--- src/rtl/rrs_pkg.sv ---
`default_nettype none
package rrs_pkg;

  // sizing
  localparam int MAX_PROCS_DEF = 16;
  localparam int TIME_W        = 21;
  localparam int VAL_W         = 16;
  localparam logic [TIME_W-1:0] TIME_MAX = 21'h1F_FFFF;
  localparam logic [VAL_W-1:0]  QUANTUM_RESET = 16'd4;

  // request codes
  localparam logic [1:0] REQ_LOAD  = 2'd0;
  localparam logic [1:0] REQ_STEP  = 2'd1;
  localparam logic [1:0] REQ_CLEAR = 2'd2;

  // slice kinds
  localparam logic [1:0] KIND_NONE = 2'd0;
  localparam logic [1:0] KIND_RUN  = 2'd1;
  localparam logic [1:0] KIND_IDLE = 2'd2;

  // status codes
  localparam logic [1:0] STATUS_OK    = 2'd0;
  localparam logic [1:0] STATUS_FULL  = 2'd1;
  localparam logic [1:0] STATUS_EMPTY = 2'd2;

endpackage
`default_nettype wire

--- src/rtl/rrs_ram.sv ---
`default_nettype none
module rrs_ram #(
  parameter int WIDTH = 8,
  parameter int DEPTH = 16
) (
  input  logic                     clk,
  input  logic                     we,
  input  logic [$clog2(DEPTH)-1:0] waddr,
  input  logic [WIDTH-1:0]         wdata,
  input  logic [$clog2(DEPTH)-1:0] raddr,
  output logic [WIDTH-1:0]         rdata
);

  logic [WIDTH-1:0] mem [DEPTH];

  // one write port, registered read port
  always_ff @(posedge clk) begin
    if (we) begin
      mem[waddr] <= wdata;
    end
    rdata <= mem[raddr];
  end

endmodule
`default_nettype wire

--- src/rtl/round_robin_cpu_scheduler.sv ---
`default_nettype none
// channel   | signals                                        | handshake
// ----------+------------------------------------------------+-------------------------
// request   | req_type, arrival_time, burst_time             | start & !busy
// result    | slice_kind, proc_id, slice_end_time, finished, | result_valid, one cycle
//           | turnaround, waiting, all_done, status          |
// config    | cfg_wdata (quantum)                            | cfg_we
//
// clear, unused codes, rejected loads, empty or finished steps: result in the next cycle.
// load: per entry compared, an order read and an arrival test; a put if it goes first.
// step: busy for the walk over the arrival order memory, one order read and one
// process table read per entry, both memories with a registered read port; an idle
// tick walks only up to the entry it queues. reset is synchronous; the memories need
// no clearing pass.
// results cannot be stalled: result_valid marks each for exactly one cycle.
module round_robin_cpu_scheduler #(
  parameter int MAX_PROCS = rrs_pkg::MAX_PROCS_DEF
) (
  input  logic                       clk,
  input  logic                       rst,
  input  logic                       start,
  output logic                       busy,
  input  logic [1:0]                 req_type,
  input  logic [rrs_pkg::VAL_W-1:0]  arrival_time,
  input  logic [rrs_pkg::VAL_W-1:0]  burst_time,
  input  logic                       cfg_we,
  input  logic [rrs_pkg::VAL_W-1:0]  cfg_wdata,
  output logic                       result_valid,
  output logic [1:0]                 slice_kind,
  output logic [3:0]                 proc_id,
  output logic [rrs_pkg::TIME_W-1:0] slice_end_time,
  output logic                       finished,
  output logic [rrs_pkg::TIME_W-1:0] turnaround,
  output logic [rrs_pkg::TIME_W-1:0] waiting,
  output logic                       all_done,
  output logic [1:0]                 status
);
  import rrs_pkg::*;

  localparam int IW  = $clog2(MAX_PROCS);
  localparam int CW  = $clog2(MAX_PROCS + 1);
  localparam int LDEPTH = 2 * MAX_PROCS;
  localparam int LAW = $clog2(LDEPTH);
  localparam int PW  = 3 * VAL_W;

  localparam logic [3:0] S_IDLE    = 4'd0;
  localparam logic [3:0] S_LD_ORD  = 4'd1;
  localparam logic [3:0] S_LD_ARR  = 4'd2;
  localparam logic [3:0] S_LD_PUT  = 4'd3;
  localparam logic [3:0] S_FST_ORD = 4'd4;
  localparam logic [3:0] S_FST_ARR = 4'd5;
  localparam logic [3:0] S_POP_ID  = 4'd6;
  localparam logic [3:0] S_POP_RD  = 4'd7;
  localparam logic [3:0] S_POP_TAT = 4'd8;
  localparam logic [3:0] S_POP_WT  = 4'd9;
  localparam logic [3:0] S_SC_ORD  = 4'd10;
  localparam logic [3:0] S_SC_ARR  = 4'd11;
  localparam logic [3:0] S_RUN_END = 4'd12;

  // control state
  logic [3:0]           state, state_next;
  logic [VAL_W-1:0]     quantum;
  logic [MAX_PROCS-1:0] completed, completed_next;
  logic [MAX_PROCS-1:0] queued, queued_next;
  logic [IW-1:0]        head, head_next, tail, tail_next;
  logic [CW-1:0]        fcount, fcount_next;
  logic [CW-1:0]        loaded, loaded_next;
  logic [CW-1:0]        done_cnt, done_cnt_next;
  logic [TIME_W-1:0]    now, now_next;
  logic                 started, started_next;

  // working registers
  logic [IW-1:0]     cnt, cnt_next;
  logic [VAL_W-1:0]  at_r, at_r_next;
  logic [IW-1:0]     qv, qv_next;
  logic [IW-1:0]     pid, pid_next;
  logic [VAL_W-1:0]  arr_r, arr_r_next, burst_r, burst_r_next, rem_r, rem_r_next;
  logic              fin_r, fin_r_next;
  logic [TIME_W-1:0] tat_r, tat_r_next, wt_r, wt_r_next;
  logic              idle_mode, idle_mode_next;

  // memory ports
  logic           list_we;
  logic [LAW-1:0] list_waddr, list_raddr;
  logic [IW-1:0]  list_wdata, list_rdata;
  logic           proc_we;
  logic [IW-1:0]  proc_waddr, proc_raddr;
  logic [PW-1:0]  proc_wdata, proc_rdata;

  // result staging
  logic              emit;
  logic [1:0]        e_kind, e_status;
  logic [IW-1:0]     e_id;
  logic              e_fin;
  logic [TIME_W-1:0] e_tat, e_wt;

  logic              push_en;
  logic [IW-1:0]     push_id;

  logic [VAL_W-1:0]  q_eff, rd_arr, rd_burst, rd_rem, slice_len, rem_new;
  logic [TIME_W:0]   now_sum;
  logic              hit, last;

  // arrival order at [0, MAX_PROCS), ready ring at [MAX_PROCS, 2*MAX_PROCS)
  rrs_ram #(.WIDTH(IW), .DEPTH(LDEPTH)) u_list (
    .clk(clk), .we(list_we), .waddr(list_waddr), .wdata(list_wdata),
    .raddr(list_raddr), .rdata(list_rdata)
  );

  // process table: arrival, burst, remaining
  rrs_ram #(.WIDTH(PW), .DEPTH(MAX_PROCS)) u_proc (
    .clk(clk), .we(proc_we), .waddr(proc_waddr), .wdata(proc_wdata),
    .raddr(proc_raddr), .rdata(proc_rdata)
  );

  assign busy     = (state != S_IDLE);
  assign q_eff    = (quantum == '0) ? VAL_W'(1) : quantum;
  assign rd_arr   = proc_rdata[PW-1 -: VAL_W];
  assign rd_burst = proc_rdata[2*VAL_W-1 -: VAL_W];
  assign rd_rem   = proc_rdata[VAL_W-1:0];

  // sequencer
  always_comb begin
    state_next     = state;
    completed_next = completed;
    queued_next    = queued;
    head_next      = head;
    tail_next      = tail;
    fcount_next    = fcount;
    loaded_next    = loaded;
    done_cnt_next  = done_cnt;
    now_next       = now;
    started_next   = started;
    cnt_next       = cnt;
    at_r_next      = at_r;
    qv_next        = qv;
    pid_next       = pid;
    arr_r_next     = arr_r;
    burst_r_next   = burst_r;
    rem_r_next     = rem_r;
    fin_r_next     = fin_r;
    tat_r_next     = tat_r;
    wt_r_next      = wt_r;
    idle_mode_next = idle_mode;
    list_we        = 1'b0;
    list_waddr     = '0;
    list_wdata     = '0;
    list_raddr     = '0;
    proc_we        = 1'b0;
    proc_waddr     = '0;
    proc_wdata     = '0;
    proc_raddr     = '0;
    push_en        = 1'b0;
    push_id        = '0;
    emit           = 1'b0;
    e_kind         = KIND_NONE;
    e_status       = STATUS_OK;
    e_id           = '0;
    e_fin          = 1'b0;
    e_tat          = '0;
    e_wt           = '0;
    slice_len      = (rd_rem < q_eff) ? rd_rem : q_eff;
    rem_new        = rd_rem - slice_len;
    now_sum        = {1'b0, now} + (TIME_W + 1)'(slice_len);
    hit            = ((TIME_W'(rd_arr) <= now) && !completed[qv]
                      && (idle_mode || ((qv != pid) && !queued[qv])));
    last           = ((CW'(cnt) + CW'(1)) == loaded);

    case (state)
      S_IDLE: begin
        if (start) begin
          case (req_type)
            REQ_LOAD: begin
              at_r_next = arrival_time;
              if (loaded == CW'(MAX_PROCS)) begin
                emit     = 1'b1;
                e_status = STATUS_FULL;
              end else begin
                proc_we    = 1'b1;
                proc_waddr = IW'(loaded);
                proc_wdata = {arrival_time, burst_time, burst_time};
                if (loaded == '0) begin
                  list_we     = 1'b1;
                  loaded_next = CW'(1);
                  emit        = 1'b1;
                end else begin
                  cnt_next   = IW'(loaded - CW'(1));
                  list_raddr = LAW'(loaded - CW'(1));
                  state_next = S_LD_ORD;
                end
              end
            end
            REQ_STEP: begin
              if (loaded == '0) begin
                emit     = 1'b1;
                e_status = STATUS_EMPTY;
              end else if (done_cnt >= loaded) begin
                emit = 1'b1;
              end else if (!started) begin
                started_next = 1'b1;
                state_next   = S_FST_ORD;
              end else if (fcount == '0) begin
                now_next       = (now == TIME_MAX) ? now : now + TIME_W'(1);
                cnt_next       = '0;
                idle_mode_next = 1'b1;
                state_next     = S_SC_ORD;
              end else begin
                list_raddr = LAW'(MAX_PROCS) + LAW'(head);
                state_next = S_POP_ID;
              end
            end
            REQ_CLEAR: begin
              completed_next = '0;
              queued_next    = '0;
              head_next      = '0;
              tail_next      = '0;
              fcount_next    = '0;
              loaded_next    = '0;
              done_cnt_next  = '0;
              now_next       = '0;
              started_next   = 1'b0;
              emit           = 1'b1;
            end
            default: begin
              emit = 1'b1;
            end
          endcase
        end
      end
      // insertion: move later arrivals up one place
      S_LD_ORD: begin
        qv_next    = list_rdata;
        proc_raddr = list_rdata;
        state_next = S_LD_ARR;
      end
      S_LD_ARR: begin
        list_we    = 1'b1;
        list_waddr = LAW'(cnt) + LAW'(1);
        if (rd_arr > at_r) begin
          list_wdata = qv;
          if (cnt == '0) begin
            state_next = S_LD_PUT;
          end else begin
            cnt_next   = cnt - IW'(1);
            list_raddr = LAW'(cnt - IW'(1));
            state_next = S_LD_ORD;
          end
        end else begin
          list_wdata  = IW'(loaded);
          loaded_next = loaded + CW'(1);
          emit        = 1'b1;
          e_id        = IW'(loaded);
          state_next  = S_IDLE;
        end
      end
      S_LD_PUT: begin
        list_we     = 1'b1;
        list_wdata  = IW'(loaded);
        loaded_next = loaded + CW'(1);
        emit        = 1'b1;
        e_id        = IW'(loaded);
        state_next  = S_IDLE;
      end
      // first step: queue the earliest process
      S_FST_ORD: begin
        push_en    = 1'b1;
        push_id    = list_rdata;
        proc_raddr = list_rdata;
        state_next = S_FST_ARR;
      end
      S_FST_ARR: begin
        if (TIME_W'(rd_arr) > now) begin
          now_next   = TIME_W'(rd_arr);
          emit       = 1'b1;
          e_kind     = KIND_IDLE;
          state_next = S_IDLE;
        end else begin
          list_raddr = LAW'(MAX_PROCS) + LAW'(head);
          state_next = S_POP_ID;
        end
      end
      // pop the ready ring head
      S_POP_ID: begin
        pid_next              = list_rdata;
        head_next             = (head == IW'(MAX_PROCS - 1)) ? '0 : head + IW'(1);
        fcount_next           = fcount - CW'(1);
        queued_next[list_rdata] = 1'b0;
        proc_raddr            = list_rdata;
        state_next            = S_POP_RD;
      end
      // run the slice and write back the remaining time
      S_POP_RD: begin
        now_next     = (now_sum > {1'b0, TIME_MAX}) ? TIME_MAX : now_sum[TIME_W-1:0];
        proc_we      = 1'b1;
        proc_waddr   = pid;
        proc_wdata   = {rd_arr, rd_burst, rem_new};
        arr_r_next   = rd_arr;
        burst_r_next = rd_burst;
        rem_r_next   = rem_new;
        fin_r_next   = (rem_new == '0);
        if (rem_new == '0) begin
          completed_next[pid] = 1'b1;
          done_cnt_next       = done_cnt + CW'(1);
        end
        state_next = S_POP_TAT;
      end
      S_POP_TAT: begin
        tat_r_next = (now >= TIME_W'(arr_r)) ? now - TIME_W'(arr_r) : '0;
        state_next = S_POP_WT;
      end
      S_POP_WT: begin
        wt_r_next      = (tat_r >= TIME_W'(burst_r)) ? tat_r - TIME_W'(burst_r) : '0;
        cnt_next       = '0;
        idle_mode_next = 1'b0;
        state_next     = S_SC_ORD;
      end
      // walk the arrival order
      S_SC_ORD: begin
        qv_next    = list_rdata;
        proc_raddr = list_rdata;
        state_next = S_SC_ARR;
      end
      S_SC_ARR: begin
        if (hit) begin
          push_en = 1'b1;
          push_id = qv;
        end
        if (idle_mode && (hit || last)) begin
          emit       = 1'b1;
          e_kind     = KIND_IDLE;
          state_next = S_IDLE;
        end else if (last) begin
          state_next = S_RUN_END;
        end else begin
          cnt_next   = cnt + IW'(1);
          list_raddr = LAW'(cnt) + LAW'(1);
          state_next = S_SC_ORD;
        end
      end
      // requeue the preempted process and report
      S_RUN_END: begin
        if (rem_r != '0) begin
          push_en = 1'b1;
          push_id = pid;
        end
        emit       = 1'b1;
        e_kind     = KIND_RUN;
        e_id       = pid;
        e_fin      = fin_r;
        e_tat      = fin_r ? tat_r : '0;
        e_wt       = fin_r ? wt_r : '0;
        state_next = S_IDLE;
      end
      default: begin
        state_next = S_IDLE;
      end
    endcase

    // ready ring push
    if (push_en && (fcount < CW'(MAX_PROCS))) begin
      list_we              = 1'b1;
      list_waddr           = LAW'(MAX_PROCS) + LAW'(tail);
      list_wdata           = push_id;
      tail_next            = (tail == IW'(MAX_PROCS - 1)) ? '0 : tail + IW'(1);
      fcount_next          = fcount + CW'(1);
      queued_next[push_id] = 1'b1;
    end
  end

  // control registers
  always_ff @(posedge clk) begin
    if (rst) begin
      state        <= S_IDLE;
      completed    <= '0;
      queued       <= '0;
      head         <= '0;
      tail         <= '0;
      fcount       <= '0;
      loaded       <= '0;
      done_cnt     <= '0;
      now          <= '0;
      started      <= 1'b0;
      result_valid <= 1'b0;
    end else begin
      state        <= state_next;
      completed    <= completed_next;
      queued       <= queued_next;
      head         <= head_next;
      tail         <= tail_next;
      fcount       <= fcount_next;
      loaded       <= loaded_next;
      done_cnt     <= done_cnt_next;
      now          <= now_next;
      started      <= started_next;
      result_valid <= emit;
    end
  end

  // quantum register
  always_ff @(posedge clk) begin
    if (rst) begin
      quantum <= QUANTUM_RESET;
    end else if (cfg_we) begin
      quantum <= cfg_wdata;
    end
  end

  // working registers
  always_ff @(posedge clk) begin
    cnt       <= cnt_next;
    at_r      <= at_r_next;
    qv        <= qv_next;
    pid       <= pid_next;
    arr_r     <= arr_r_next;
    burst_r   <= burst_r_next;
    rem_r     <= rem_r_next;
    fin_r     <= fin_r_next;
    tat_r     <= tat_r_next;
    wt_r      <= wt_r_next;
    idle_mode <= idle_mode_next;
  end

  // result transaction
  always_ff @(posedge clk) begin
    if (emit) begin
      slice_kind     <= e_kind;
      proc_id        <= 4'(e_id);
      slice_end_time <= now_next;
      finished       <= e_fin;
      turnaround     <= e_tat;
      waiting        <= e_wt;
      all_done       <= (loaded_next != '0) && (done_cnt_next >= loaded_next);
      status         <= e_status;
    end
  end

endmodule
`default_nettype wire

--- config.mk ---
export PLATFORM = sky130hd
export DESIGN_NAME = round_robin_cpu_scheduler
export DESIGN_NICKNAME = d
export VERILOG_FILES = /design/src/rtl/rrs_pkg.sv /design/src/rtl/rrs_ram.sv /design/src/rtl/round_robin_cpu_scheduler.sv
export SDC_FILE = /design/constraint.sdc
export NUM_CORES = 2
export LEC_CHECK = 0
export BUFFER_PORTS_ARGS = -buffer_cell sky130_fd_sc_hd__buf_2
export CORE_AREA = 4 4 318 320
export DETAILED_ROUTE_END_ITERATION = 10
export DIE_AREA = 0 0 322 324
export PLACE_DENSITY_LB_ADDON = 0.1
export SYNTH_ARGS = -nofsm -noshare
export SYNTH_HDL_FRONTEND = slang
export SYNTH_SLANG_ARGS = --single-unit
export TNS_END_PERCENT = 5
--- constraint.sdc ---
create_clock -name clk -period 6.97 [get_ports clk]
set_clock_uncertainty 0.2 [all_clocks]
set_input_delay 1.394 -clock clk [delete_from_list [all_inputs] [get_ports clk]]
set_output_delay 1.394 -clock clk [all_outputs]
set_load 0.01 [all_outputs]
After elaboration in Yosys (flattened, before gate mapping)
Memories as Yosys holds them, arrays and structs flattened. A register that Yosys moved wholly into a read port is not among the register bits.
Index checks and enable logic that the tools add are counted.
{"block": "word_totals", "reg_bits": 291, "ram_bits": 896, "in_bits": 54, "out_inout_bits": 75, "elab_cells": 315, "memories": 2}
{"name": "u_proc.mem", "depth": 16, "width": 48, "rd": 1, "rd_clocked_by_memory_dff": 1, "write_ports": 1, "line_no": "rrs_ram.sv:14", "text": "logic [WIDTH-1:0] mem [DEPTH];"}
{"name": "u_list.mem", "depth": 32, "width": 4, "rd": 1, "rd_clocked_by_memory_dff": 1, "write_ports": 1, "line_no": "rrs_ram.sv:14"}
{"block": "classes", "add_sub_neg": 18, "n_lt_le_gt_ge": 17, "n_eq_ne": 43, "muxes": 153, "bitwise_logic": 4, "reduce_logical": 47}
{"operator": "$mux 21", "n": 8}
{"operator": "$mux 48", "n": 3}
{"operator": "$mux 4", "n": 35}
{"operator": "$mux 16", "n": 8}
{"operator": "$mux 5", "n": 24}
{"operator": "$pmux 48 s2", "n": 1}
{"operator": "$pmux 16 s2", "n": 2}
{"operator": "$pmux 21 s3", "n": 1}
{"operator": "$pmux 4 s11", "n": 1}
{"operator": "$ge 21x16->1", "n": 2}
{"operator": "$pmux 21 s2", "n": 1}
{"operator": "$sub 21x16->21", "n": 2}
{"operator": "$pmux 4 s2", "n": 5}
{"operator": "$pmux 5 s2", "n": 4}
{"operator": "$mux 1", "n": 35}
{"operator": "$logic_not 16->1", "n": 2}
{"operator": "$or 16x16->16", "n": 2}
{"operator": "$eq 4x4->1 const B", "n": 7}
{"operator": "$ne 2x2->1 const B", "n": 12}
{"operator": "$pmux 4 s3", "n": 2}
{"operator": "$add 21x16->22", "n": 1}
{"operator": "$gt 22x21->1 const B", "n": 1}
{"operator": "$add 21x1->21 const B", "n": 1}
{"operator": "$eq 21x21->1 const B", "n": 1}
{"operator": "62 further kinds", "n": 121}

Longest topological paths before layout
{"block": "depth", "depth_word": 14, "mapped_depth": 31, "ltp_nobuf": 29}

Hierarchy
A second synthesis with hierarchy kept.
{"block": "unflattened", "cells_unflattened": 3455, "area_unflattened_um2": 53461.3}
{"module": "rrs_ram (u_proc)", "instances": 1, "cells_per_inst": 1242, "area_per_inst_um2": 29691.0, "seq_area_each_um2": 24023.0}
{"module": "round_robin_cpu_scheduler", "instances": 1, "cells_per_inst": 1982, "area_per_inst_um2": 18631.6, "seq_area_each_um2": 7757.4}
{"module": "rrs_ram (u_list)", "instances": 1, "cells_per_inst": 231, "area_per_inst_um2": 5138.7, "seq_area_each_um2": 3923.8}

Worst setup path before layout
OpenSTA, ideal clock, no wires.
{"block": "synth_path", "path_kind": "flip-flop to flip-flop", "start": "reg quantum[11]", "end": "reg all_done, data pin", "setup_time_ns": 0.269, "arrival_time_ns": 6.194, "required_ns": 6.501, "setup_slack_ns": 0.307, "path_stages_with_launch": 31, "path_buffers": 2, "synth_period_minus_slack_ns": 6.663, "path_cell_list": "dfxtp_1 -> inv_1 -> ha_1 -> and4_1 -> a31o_2 -> a221oi_1 -> o21ai_0 -> a21o_1 -> clkbuf_1 -> clkbuf_1 -> mux2_2 -> inv_1 -> ha_1 -> or4_1 -> o21ai_2 -> a31oi_2 -> o22a_4 -> and4b_1 -> a311o_1 -> or4_4 -> nor4_4 -> and2_4 -> mux2i_1 -> ha_1 -> nand2b_1 -> a21oi_1 -> nor2b_1 -> o21ai_0 -> nand2b_1 -> a21oi_1 -> a31oi_1"}
{"block": "synth_via", "elab_chain_len": 10}
{"element": "start, declared", "line_no": "round_robin_cpu_scheduler.sv:62", "text": "logic [VAL_W-1:0] quantum;"}
{"element": "start signal, assigned", "line_no": "round_robin_cpu_scheduler.sv:404", "text": "quantum <= cfg_wdata;"}
{"element": "$logic_not 16->1", "line_no": "round_robin_cpu_scheduler.sv:117", "text": "assign q_eff = (quantum == '0) ? VAL_W'(1) : quantum;"}
{"element": "$mux 16 (*)", "line_no": "round_robin_cpu_scheduler.sv:117"}
{"element": "$lt 16x16->1", "line_no": "round_robin_cpu_scheduler.sv:162", "text": "slice_len = (rd_rem < q_eff) ? rd_rem : q_eff;"}
{"element": "$mux 16 (*)", "line_no": "round_robin_cpu_scheduler.sv:162"}
{"element": "$sub 16x16->16 (*)", "line_no": "round_robin_cpu_scheduler.sv:163", "text": "rem_new = rd_rem - slice_len;"}
{"element": "named net rem_new[13]", "line_no": "round_robin_cpu_scheduler.sv:100", "text": "logic [VAL_W-1:0] q_eff, rd_arr, rd_burst, rd_rem, slice_len, rem_new;"}
{"element": "$logic_not 16->1 (*)", "line_no": "round_robin_cpu_scheduler.sv:301", "text": "if (rem_new == '0) begin"}
{"element": "$mux 5 (*)", "line_no": "round_robin_cpu_scheduler.sv:301"}
{"element": "$pmux 5 s2 (*)", "line_no": "round_robin_cpu_scheduler.sv:169", "text": "case (state)"}
{"element": "$ge 5x5->1 (*)", "line_no": "round_robin_cpu_scheduler.sv:432", "text": "all_done <= (loaded_next != '0) && (done_cnt_next >= loaded_next);"}
{"element": "$logic_and 1x1->1 (*)", "line_no": "round_robin_cpu_scheduler.sv:432"}
{"element": "end signal, assigned", "line_no": "round_robin_cpu_scheduler.sv:432"}
{"element": "end, declared", "line_no": "round_robin_cpu_scheduler.sv:35", "text": "output logic all_done,"}
Mark *: on every way through the listed nets, which the timed path passes. The rest lies on a longest branch.
A chain may end at the register's enable or synchronous reset.

Worst setup path after layout
{"block": "layout_path", "start": "reg quantum[9]", "end": "reg all_done, data pin"}
Same word-level chain as after synthesis.

==> flow_metrics.tcl <==
set metrics [dict create \
    die_w_um 322 \
    path_max_fanout 8 \
    pwr-share-comb 0.049 \
    ys_seq_area_frac 0.664 \
    fin_ws_ns 0.320 \
    cp-endpoint "all_done" \
    place_hpwl_mm 88.5 \
    busiest_layer "met2" \
    area_growth_pct 12.7 \
    antenna_found_initial 7 \
    use_met2 0.445 \
    vias_per_cell 6.31 \
    cp_slowest_cell "or4_4" \
    mappedNetlistArea_sq_um 53800 \
    total_power_mw 15.7 \
    regToRegSetupSlack_ns 0.32 \
    syn_avg_cell_area_sq_um 15.1 \
    ant_nets 0 \
    reg2regPathDepth 29 \
    dr.first_iter.drc_count 3229 \
    drcViolationCount 0 \
    post-place-ws_ns -0.0909 \
    gp_congestion 0.901 \
    synth_ff_type "edfxtp_1" \
    drive_gt1_frac 0.191 \
    max_cap_violations 0 \
    first_pass_iters 5 \
    grt_pass1_wl_mm 211 \
    num_vias 32419 \
    tightest_slew_ns 1.16 \
    cp-end-kind "register" \
    r2r_start "quantum[9]" \
    insertion_delay_ns 0.75 \
    cp_common_cell "ha_1" \
    post-place-cells 4895 \
    syn_nets 3771 \
    initial_core_util 0.548 \
    rr_endpoint "all_done" \
    status "finished clean" \
    seqCellArea_sq_um 35700 \
    grt_max_degree 75 \
    final_cells 5141 \
    pwr_density_cell_nw_per_um2 260 \
    hp-class "register to register" \
    syn_inst 3572 \
    cts.sinks 1239 \
    tns_ns 0 \
    cts_buffers 131 \
    finalCritPeriodShare 0.954 \
    synthArstFlopShare 0 \
    startpoint "quantum[9]" \
    crit_path_max_incr_delay_ns 0.55 \
    multi_input_area_sq_um 17200 \
    peakVddDrop_mv 0.212 \
    slew_viol_final 0 \
    leakage_nw 21.4 \
    rows 115 \
    clock_path_buffers 3 \
    n_fill_cell 7301 \
    postLayoutCoreUtil 0.618 \
    dieHeight_um 324 \
    met3_usage 0.0671 \
    hold_viol 0 \
    synth_edf_count 1089 \
    ys_ff_latch 1239 \
    swShare 0.213 \
    p_int_mw 12.4 \
    final_net_count 3944 \
    start_kind "register" \
    wl_mm 143 \
    seqPwrFrac 0.517 \
    p_clk_frac 0.434 \
    place_area_sq_um 56300 \
    grtUsageMet1 0.374 \
    root_buffer "clkbuf_16" \
    pin_count 129 \
    core_sq_um 98100 \
    hold_slack_ns 0.244 \
    clk_pin_slew_ns 0.06 \
    dieArea_sq_um 104000 \
    fin_area_sq_um 60600 \
    worstPathArrival_ns 6.92 \
    relSlewSlack 0.226 \
    cts_tree "yes" \
    port_buffers 128 \
    cts_max_level 4 \
    crit_required_ns 7.24 \
    yosysWarnings 0 \
    post-route-min-period_ns 6.65 \
    grt_usage 0.276 \
    max_freq_ghz 0.150 \
    crit_type "register to register" \
    setup_viol 0 \
    grt_pass1_vias 32471 \
    route.detailed.wl_per_inst_um 27.8 \
    synth_cell_type_count 91 \
    p_sw_mw 3.36 \
    grt_overflow_total 0 \
]
==> routing by layer <==
layer,share of wire,wire length (um)
met5,0.000091,13
met2,0.48,68300
met3,0.087,12400
met4,0.031,4400
met1,0.41,57900
==> cell usage in the layout, fill, tap and decap left out, types with 118 or more instances in the layout <==
cell type	count
edfxtp_1	1089
nand2_1	251
mux4_2	202
nor2_1	198
dfxtp_1	146
inv_1	142
ha_1	139
clkbuf_16	134
buf_2	128
mux2i_1	126
a21oi_1	118
==> worst max-delay path, delay by kind of cell (launching register included) <==
family	cells	cell delay [ns]
muxes	2	0.54
buffers and inverters	3	0.32
and+or+nand+nor	8	2.00
AOI/OAI and AO/OA	13	2.18
DFF	1	0.36
adders and majority gates	3	0.79
==> final cells by class <==
| type | count | share of cell area |
|---|---|---|
| multi-input cells | 2025 | 0.284 |
| flip-flops and latches | 1239 | 0.589 |
| clock buffers | 179 | 0.0599 |
| repair buffers | 203 | 0.0221 |
| clock inverters | 59 | 0.00976 |
| diodes | 4 | 0.000165 |
| well taps | 1287 | 0.0266 |
| inverters | 145 | 0.00902 |
==> worst min path at each step <==
stage,depth (start not counted),slack [ns],end,from
floorplan,0,0.21,burst_r[0],u_proc.rdata[16]
global placement,0,0.22,burst_r[4],u_proc.rdata[20]
detailed placement,0,0.22,burst_r[4],u_proc.rdata[20]
CTS,0,0.24,burst_r[12],u_proc.rdata[28]
global route,0,0.26,burst_r[12],u_proc.rdata[28]
finish,0,0.24,burst_r[1],u_proc.rdata[17]
==> registers in the layout, summed over array words and instances (netlist names), 16 cells and up <==
name	count
arr_r	16
at_r	16
burst_r	16
completed	16
now	21
quantum	16
queued	16
rem_r	16
slice_end_time	21
tat_r	21
turnaround	21
u_list.mem	128
u_proc.mem	768
u_proc.rdata	48
waiting	21
wt_r	21
==> power groups by stage <==
stage	registers (mW)	logic, mW	clock network [mW]
3_3_place_gp	8.29	0.747	0
3_5_place_dp	8.30	0.760	0
6_report	8.14	0.776	6.83
2_1_floorplan	8.28	0.489	0
5_1_grt	8.14	0.841	7.29
4_1_cts	8.14	0.764	6.97
==> logic make-up after synthesis <==
| logic type | count (synthesis) | synth area share |
|---|---|---|
| fa+ha+maj | 145 | 0.0344 |
| xor+xnor | 61 | 0.00993 |
| simple gates | 822 | 0.0736 |
| compound gates | 597 | 0.0736 |
| mux | 400 | 0.123 |
| buf+inv | 308 | 0.0219 |
| flops | 1239 | 0.664 |
==> synth_stat cells (all sizes together) (8+ instances only) <==
| cell type | number | area [sq um] |
|---|---|---|
| o31ai | 15 | 118 |
| ha | 140 | 1750 |
| xnor2 | 38 | 333 |
| o21a | 13 | 97.6 |
| a22oi | 18 | 135 |
| a21oi | 122 | 618 |
| nand2b | 27 | 169 |
| a31oi | 36 | 231 |
| or3 | 13 | 81.3 |
| o21ai | 133 | 669 |
| a211oi | 9 | 72.6 |
| xor2 | 23 | 201 |
| dfxtp | 150 | 3000 |
| a221oi | 15 | 138 |
| and2 | 77 | 484 |
| clkbuf | 129 | 484 |
| buf | 34 | 149 |
| mux2 | 72 | 811 |
| nor4 | 19 | 140 |
| nor2 | 215 | 807 |
| a21o | 28 | 210 |
| edfxtp | 1089 | 32700 |
| o22ai | 62 | 388 |
| nor3 | 53 | 265 |
| nand2 | 255 | 957 |
| a21boi | 16 | 124 |
| and3 | 22 | 138 |
| mux4 | 202 | 4550 |
| nand3 | 53 | 270 |
| mux2i | 126 | 1260 |
| or4 | 10 | 78.8 |
| inv | 143 | 537 |
| o211ai | 8 | 60.1 |
| a32oi | 20 | 175 |
| nand4 | 27 | 184 |
| nor2b | 25 | 156 |
| a22o | 45 | 395 |
==> what timing repair did <==
item,CTS,global route
hold buffers,0,0
resized for setup,0,13
pin swaps,1,2
endpoints found under the setup margin,1,1
endpoints found under the hold margin,0,0
buffers inserted,1,3
Power figures use the tool's default switching activity.
